==> src/rtl/core/alm_pkg.sv <==
`timescale 1ns / 1ps
// ----------------------------------------------------------------------------
// alm_pkg
// Command and status codes and the word types of the linked list manager.
// ----------------------------------------------------------------------------
package alm_pkg;

  localparam logic [1:0] CMD_ADD     = 2'd0;
  localparam logic [1:0] CMD_DEL     = 2'd1;
  localparam logic [1:0] CMD_DEL_VAL = 2'd2;
  localparam logic [1:0] CMD_ADVANCE = 2'd3;

  localparam logic [1:0] ST_OK     = 2'd0;
  localparam logic [1:0] ST_FULL   = 2'd1;
  localparam logic [1:0] ST_EMPTY  = 2'd2;
  localparam logic [1:0] ST_ABSENT = 2'd3;

  typedef struct packed {
    logic [1:0]         cmd;
    logic signed [31:0] value;
  } alm_req_t;

  typedef struct packed {
    logic [1:0] status;
    logic [6:0] cursor_pos;
    logic [6:0] elem_count;
  } alm_rsp_t;

endpackage

==> src/rtl/core/alm_ram.sv <==
`timescale 1ns / 1ps
// ----------------------------------------------------------------------------
// alm_ram
// Generic RAM with one write port and one read port; read data is registered.
// ----------------------------------------------------------------------------
module alm_ram #(
  parameter int WIDTH = 8,
  parameter int DEPTH = 16
) (
  input  logic                     clk,
  input  logic                     we,
  input  logic [$clog2(DEPTH)-1:0] waddr,
  input  logic [WIDTH-1:0]         wdata,
  input  logic [$clog2(DEPTH)-1:0] raddr,
  output logic [WIDTH-1:0]         rdata
);

  logic [WIDTH-1:0] mem [DEPTH];

  always_ff @(posedge clk) begin
    if (we) begin
      mem[waddr] <= wdata;
    end
    rdata <= mem[raddr];
  end

endmodule

==> src/rtl/core/array_linked_list_manager_core.sv <==
`timescale 1ns / 1ps
// ----------------------------------------------------------------------------
// array_linked_list_manager_core
// Singly linked list of signed values kept in a link RAM and a value RAM,
// with a free chain, a cursor and an element count.
// ----------------------------------------------------------------------------
// Usage: a command word (req) is taken at a clock edge where start is high
// and busy is low. Its result word (rsp) is shown for exactly one cycle with
// done high; the receiver cannot stall it and must take it in that cycle.
// busy drops in the same cycle that done rises, so the next command may be
// issued while the previous result is shown.
// Entry 0 of the tables heads the list, entry 1 heads the free chain.
// Full and empty errors are answered from the idle state; a delete by value
// walks the list from the head and takes out the first element that matches.
// Every step is one access to the link RAM (one read port and one write port
// used per cycle); the search visits one element per cycle because the link
// and value RAMs are read in parallel.
// After reset the block rebuilds the free chain in the link RAM, with busy
// high; then the list is empty and the cursor is at the head. The value RAM
// is not cleared.
// ----------------------------------------------------------------------------
module array_linked_list_manager_core
  import alm_pkg::*;
#(
  parameter int CAPACITY = 64
) (
  input  logic     clk,
  input  logic     rst,
  input  logic     start,
  output logic     busy,
  input  alm_req_t req,
  output logic     done,
  output alm_rsp_t rsp
);

  localparam int TBL = CAPACITY + 2;
  localparam int IW  = $clog2(TBL);
  localparam int CW  = $clog2(CAPACITY + 1);

  localparam logic [IW-1:0] LIST_HEAD = '0;
  localparam logic [IW-1:0] FREE_HEAD = IW'(1);
  localparam logic [IW-1:0] LAST_IDX  = IW'(TBL - 1);
  localparam logic [CW-1:0] FULL_CNT  = CW'(CAPACITY);

  localparam logic [3:0] S_INIT  = 4'd0;
  localparam logic [3:0] S_IDLE  = 4'd1;
  localparam logic [3:0] S_ADD_E = 4'd2;
  localparam logic [3:0] S_ADD_F = 4'd3;
  localparam logic [3:0] S_ADD_C = 4'd4;
  localparam logic [3:0] S_ADD_L = 4'd5;
  localparam logic [3:0] S_DEL_N = 4'd6;
  localparam logic [3:0] S_DEL_T = 4'd7;
  localparam logic [3:0] S_FR_TN = 4'd8;
  localparam logic [3:0] S_FR_F  = 4'd9;
  localparam logic [3:0] S_FR_H  = 4'd10;
  localparam logic [3:0] S_DV_N  = 4'd11;
  localparam logic [3:0] S_DV_V  = 4'd12;
  localparam logic [3:0] S_ADV   = 4'd13;

  logic [3:0]    state, state_next;
  logic [IW-1:0] cursor, cursor_next;
  logic [CW-1:0] count, count_next;
  logic [IW-1:0] p, p_next;
  logic [IW-1:0] t, t_next;
  logic [IW-1:0] init_idx;
  logic [31:0]   val;
  logic          done_next;
  logic [1:0]    status_next;
  alm_rsp_t      rsp_next;

  logic          lk_we;
  logic [IW-1:0] lk_waddr, lk_wdata, rd_addr, link_rd;
  logic          vl_we;
  logic [31:0]   value_rd;

  logic accept;
  assign accept = start && (state == S_IDLE);
  assign busy   = (state != S_IDLE);

  alm_ram #(.WIDTH(IW), .DEPTH(TBL)) u_link_ram (
    .clk   (clk),
    .we    (lk_we),
    .waddr (lk_waddr),
    .wdata (lk_wdata),
    .raddr (rd_addr),
    .rdata (link_rd)
  );

  // The value RAM is read at the same address as the link RAM.
  alm_ram #(.WIDTH(32), .DEPTH(TBL)) u_value_ram (
    .clk   (clk),
    .we    (vl_we),
    .waddr (t),
    .wdata (val),
    .raddr (rd_addr),
    .rdata (value_rd)
  );

  always_comb begin
    state_next  = state;
    cursor_next = cursor;
    count_next  = count;
    p_next      = p;
    t_next      = t;
    done_next   = 1'b0;
    status_next = ST_OK;
    lk_we       = 1'b0;
    lk_waddr    = p;
    lk_wdata    = link_rd;
    rd_addr     = cursor;
    vl_we       = 1'b0;

    unique case (state)
      S_INIT: begin
        lk_we    = 1'b1;
        lk_waddr = init_idx;
        if (init_idx == LIST_HEAD) begin
          lk_wdata = LIST_HEAD;
        end else if (init_idx == LAST_IDX) begin
          lk_wdata = FREE_HEAD;
        end else begin
          lk_wdata = init_idx + IW'(1);
        end
        if (init_idx == LAST_IDX) begin
          state_next = S_IDLE;
        end
      end
      S_IDLE: begin
        if (start) begin
          unique case (req.cmd)
            CMD_ADD: begin
              rd_addr = FREE_HEAD;
              if (count == FULL_CNT) begin
                status_next = ST_FULL;
                done_next   = 1'b1;
              end else begin
                state_next = S_ADD_E;
              end
            end
            CMD_DEL: begin
              if (count == '0) begin
                status_next = ST_EMPTY;
                done_next   = 1'b1;
              end else begin
                state_next = S_DEL_N;
              end
            end
            CMD_DEL_VAL: begin
              rd_addr = LIST_HEAD;
              p_next  = LIST_HEAD;
              if (count == '0) begin
                status_next = ST_EMPTY;
                done_next   = 1'b1;
              end else begin
                state_next = S_DV_N;
              end
            end
            CMD_ADVANCE: begin
              state_next = S_ADV;
            end
            default: begin
              state_next = S_IDLE;
            end
          endcase
        end
      end
      S_ADD_E: begin
        // link_rd is the first free entry; fetch its successor.
        t_next  = link_rd;
        rd_addr = link_rd;
        state_next = S_ADD_F;
      end
      S_ADD_F: begin
        lk_we      = 1'b1;
        lk_waddr   = FREE_HEAD;
        rd_addr    = cursor;
        state_next = S_ADD_C;
      end
      S_ADD_C: begin
        lk_we      = 1'b1;
        lk_waddr   = t;
        vl_we      = 1'b1;
        state_next = S_ADD_L;
      end
      S_ADD_L: begin
        lk_we      = 1'b1;
        lk_waddr   = cursor;
        lk_wdata   = t;
        count_next = count + CW'(1);
        done_next  = 1'b1;
      end
      S_DEL_N: begin
        // At the end of the list the cursor wraps to the head first.
        rd_addr = link_rd;
        if (link_rd == LIST_HEAD) begin
          cursor_next = LIST_HEAD;
          p_next      = LIST_HEAD;
          state_next  = S_DEL_T;
        end else begin
          p_next     = cursor;
          t_next     = link_rd;
          state_next = S_FR_TN;
        end
      end
      S_DEL_T: begin
        t_next     = link_rd;
        rd_addr    = link_rd;
        state_next = S_FR_TN;
      end
      S_FR_TN: begin
        lk_we      = 1'b1;
        rd_addr    = FREE_HEAD;
        state_next = S_FR_F;
      end
      S_FR_F: begin
        lk_we      = 1'b1;
        lk_waddr   = t;
        state_next = S_FR_H;
      end
      S_FR_H: begin
        lk_we      = 1'b1;
        lk_waddr   = FREE_HEAD;
        lk_wdata   = t;
        if (t == cursor) begin
          cursor_next = LIST_HEAD;
        end
        count_next = count - CW'(1);
        done_next  = 1'b1;
      end
      S_DV_N: begin
        rd_addr = link_rd;
        t_next  = link_rd;
        if (link_rd == LIST_HEAD) begin
          status_next = ST_ABSENT;
          done_next   = 1'b1;
        end else begin
          state_next = S_DV_V;
        end
      end
      S_DV_V: begin
        // value_rd belongs to entry t, link_rd is the entry after t.
        if (value_rd == val) begin
          lk_we      = 1'b1;
          rd_addr    = FREE_HEAD;
          state_next = S_FR_F;
        end else if (link_rd == LIST_HEAD) begin
          status_next = ST_ABSENT;
          done_next   = 1'b1;
        end else begin
          p_next  = t;
          t_next  = link_rd;
          rd_addr = link_rd;
        end
      end
      S_ADV: begin
        cursor_next = link_rd;
        done_next   = 1'b1;
      end
      default: begin
        state_next = S_IDLE;
      end
    endcase

    if (done_next) begin
      state_next = S_IDLE;
    end
    rsp_next.status     = status_next;
    rsp_next.cursor_pos = 7'(cursor_next);
    rsp_next.elem_count = 7'(count_next);
  end

  always_ff @(posedge clk) begin
    if (rst) begin
      state    <= S_INIT;
      init_idx <= '0;
      cursor   <= LIST_HEAD;
      count    <= '0;
      done     <= 1'b0;
    end else begin
      state  <= state_next;
      cursor <= cursor_next;
      count  <= count_next;
      done   <= done_next;
      if (state == S_INIT) begin
        init_idx <= init_idx + IW'(1);
      end
    end
  end

  always_ff @(posedge clk) begin
    p <= p_next;
    t <= t_next;
    if (accept) begin
      val <= req.value;
    end
    if (done_next) begin
      rsp <= rsp_next;
    end
  end

endmodule

==> config.mk <==
export PLATFORM = sky130hd
export DESIGN_NAME = array_linked_list_manager_core
export DESIGN_NICKNAME = d
export VERILOG_FILES = /design/src/rtl/core/alm_pkg.sv /design/src/rtl/core/alm_ram.sv /design/src/rtl/core/array_linked_list_manager_core.sv
export SDC_FILE = /design/constraint.sdc
export NUM_CORES = 2
export LEC_CHECK = 0
export BUFFER_PORTS_ARGS = -buffer_cell sky130_fd_sc_hd__buf_4
export CAP_MARGIN = 20
export CORE_MARGIN = 2
export CORE_UTILIZATION = 35
export CTS_CLUSTER_SIZE = 28
export DETAILED_ROUTE_END_ITERATION = 10
export PLACE_DENSITY = 0.6
export SLEW_MARGIN = 20
export SYNTH_ARGS = -nofsm -noshare
export SYNTH_HDL_FRONTEND = slang
export SYNTH_SLANG_ARGS = --single-unit
==> constraint.sdc <==
create_clock -name clk -period 14.7 [get_ports clk]
set_clock_uncertainty 0.15 [all_clocks]
set_input_delay 2.94 -clock clk [delete_from_list [all_inputs] [get_ports clk]]
set_output_delay 2.94 -clock clk [all_outputs]
set_load 0.01 [all_outputs]
==> metrics.txt <==
Clock Latency Late Sink 0.89 ns; Hold Slack 0.366 ns; Max Fclk 0.135 GHz; layout cells sized above 1 a little under an eighth; Buffers & Inverters on Critical Path 4; critical path's top delay family buffers and inverters; Placer Congestion 0.861; Post-DRT Antenna Nets 0; largest net degree at the start of global routing 182; vias per inst 5.78; # setup viols final 0; synthesis-to-layout area growth 13.5%; Syn Inst Count 7229; period utilisation layout 50.3%; top-area cell type share of the netlist area between 70% and 80%; Post-CTS Setup Inserts 0; min Tclk post-route roughly 7.4 ns; clk buf depth 4; Hold Fails Final Rpt 0; drt pass-1 iters 8; post-DP HPWL 177000 um; Post-Syn Nets roughly 7.3k; Pleak 38.8 nW; Max Cap Viol 0; Post-synth EDFFs 2636; Port Buf Inserts 54; PostCTS Resize Cnt 0; largest fanout on the critical path ~160; Crit-path slowest cell buf_4; final worst setup slack 7.30 ns; RSZ-0062 raised after global routing false; initial antenna violation count 12; Rows between 200 and 250; Worst slew margin 15.4%; Cell Chain, Critical Path buf_4 -> nor4b_1 -> o21a_1 -> nor2_4 -> a22oi_2 -> buf_4 -> nand2_4 -> buf_4 -> buf_12 -> mux2i_1 -> mux4_2 -> a222oi_1 -> a211o_1; design area between 100000 and 150000 um^2; worst endpoint required time between 15 and 20 ns; Synth area leaders edfxtp_1, nand2_1, a211oi_1; Largest stage delay, worst path 0.73 ns; TritonCTS clock tree built; Slew Limit Fails 0; vias in the first global route 63.3k; final instance count without filler cells 11.6k; post-layout util 40.0%; Clock Sinks 2701; I/O pin total 55; top-count cell post-synth edfxtp_1; pre-CTS WS 6.55 ns; DIE AREA 313000 um^2; CTS buffer count 283; status completed; Initial Util 35.2%; fraction of registers with async set/reset 0%; synth cell count leaders edfxtp_1, nand2_1, a211oi_1; VDD IR max 0.183 mV; GR Util All Layers 20.4%; CP Launch Type input pin; cell count after placement ~11k; setup_tns 0 ns; vias post-DR 67.1k; sequential area share after synthesis 74.6%; Die X-Extent 559 um; Root Driver clkbuf_16; Post-synth top flop edfxtp_1; Slew @ Worst Pin 1.27 ns; Die H 559 um; post-synthesis cell type count 82; Initial DRC Count just under 10k; mapped cell area 108000 um^2; crit end category flip-flop; Yosys reg bits 2701; power per cell area 183 nW/um^2; Reg clk slew, reported paths about 0.06 ns; H-Tree Depth 5; Routed Wire Length 332000 um; HP Class flip-flop to flip-flop; Avg Cell Area, Syn around 15 um^2; Wirelength per Cell 28.6 um; hold-fix buffers at CTS 0; GR Overflow Total 0; Placed Area 114000 um^2; Critical Path AT 8.06 ns; DRC 0; total power 22.4 mW; dominant cell type by area after synthesis edfxtp_1; first-pass GRT wire length roughly 470000 um; yosys warns 0; Setup CP Type input pin to flip-flop; crit-path most repeated cell buf_4; final net count 7328; core area 306000 um^2
## placed cells by master, fill, tap and decap left out, drive strengths merged, types with 6 or more instances in the layout
master | synthesis | layout
buf | 294 | 277
nor3 | 30 | 30
and2 | 14 | 14
a211o | 28 | 28
bufinv | 0 | 15
clkinv | 0 | 86
mux4 | 58 | 58
dfxtp | 65 | 65
nand2 | 1187 | 1187
a222oi | 14 | 14
o22ai | 35 | 35
a221oi | 20 | 20
o211ai | 54 | 54
a22oi | 11 | 11
a31oi | 213 | 213
nand4 | 106 | 106
ha | 12 | 12
xor2 | 47 | 47
o21ai | 129 | 129
a21o | 6 | 6
nand3 | 167 | 167
a211oi | 448 | 448
clkbuf | 220 | 387
a22o | 27 | 27
o2111ai | 8 | 8
a21oi | 103 | 103
mux2i | 323 | 323
nor4 | 56 | 56
xnor2 | 10 | 10
nor2b | 29 | 29
edfxtp | 2636 | 2636
and3 | 421 | 421
nor2 | 213 | 213
or3 | 11 | 11
nand2b | 11 | 11
inv | 23 | 32
a2111oi | 20 | 20
a32oi | 37 | 37
a311oi | 80 | 80
## power breakdown
| group | switching [mW] | total, mW | internal (mW) |
|---|---|---|---|
| clock network | 2.95 | 6.97 | 4.02 |
| registers | 0.155 | 9.26 | 9.10 |
| logic | 4.42 | 6.16 | 1.74 |
## layout make-up
class                           count  area, um^2
Fill cell                       27857      184000
Clock inverter                    113        1030
Antenna cell                        5        12.5
Inverter                           23        86.3
Sequential cell                  2701       80500
Timing Repair Buffer              278        2230
Multi-Input combinational cell   3991       25600
Clock buffer                      387        7870
Tap cell                         4100        5130
## metal layers
| layer | share of wire (%) | vias to the layer above | track usage (%) |
|---|---|---|---|
| met5 | 0.0066 | - | 0 |
| met4 | 3.8 | 4 | 7.36 |
| met3 | 9.7 | 600 | 3.67 |
| met2 | 46 | 3766 | 32.0 |
| met1 | 41 | 34384 | 28.5 |
| li1 | - | 28300 | - |
## flip-flops by register name, summed over array words and instances, names as in the netlist
| name | count |
|---|---|
| t | 7 |
| u_value_ram.rdata | 32 |
| init_idx | 7 |
| u_value_ram.mem | 2112 |
| p | 7 |
| state | 4 |
| cursor | 7 |
| rsp | 16 |
| u_link_ram.mem | 462 |
| count | 7 |
| val | 32 |
| u_link_ram.rdata | 7 |
| done | 1 |
## tightest hold or removal path: cells and delay by family, from the launching register on
kind | cells | cell delay (ns)
AO/OA/AOI/OAI | 1 | 0.06
flip-flops | 1 | 0.34
AND/OR/NAND/NOR | 1 | 0.07
## path summary, 6_finish.rpt
path / startpoint / endpoint / slack (ns) / depth (start not counted)
setup / recovery: start / u_value_ram.rdata[3] / 7.30 / 13
hold / removal: init_idx[1] / init_idx[1] / 0.37 / 2
setup reg to reg: val[31] / u_value_ram.rdata[8] / 7.33 / 14
hold reg to reg: init_idx[1] / init_idx[1] / 0.37 / 2
## cell families (layout without fill, tap and decap cells)
logic type	Yosys count	count (layout)	synth area share (%)
mux	386	386	4.26
buf+inv	537	801	2.39
xor+xnor	57	57	0.470
compound gates	1275	1275	8.41
simple gates	2260	2260	9.73
flops	2701	2701	74.6
other cells	0	5	0
fa+ha+maj	13	13	0.158
No activity file was read; power rests on OpenSTA's default activity.
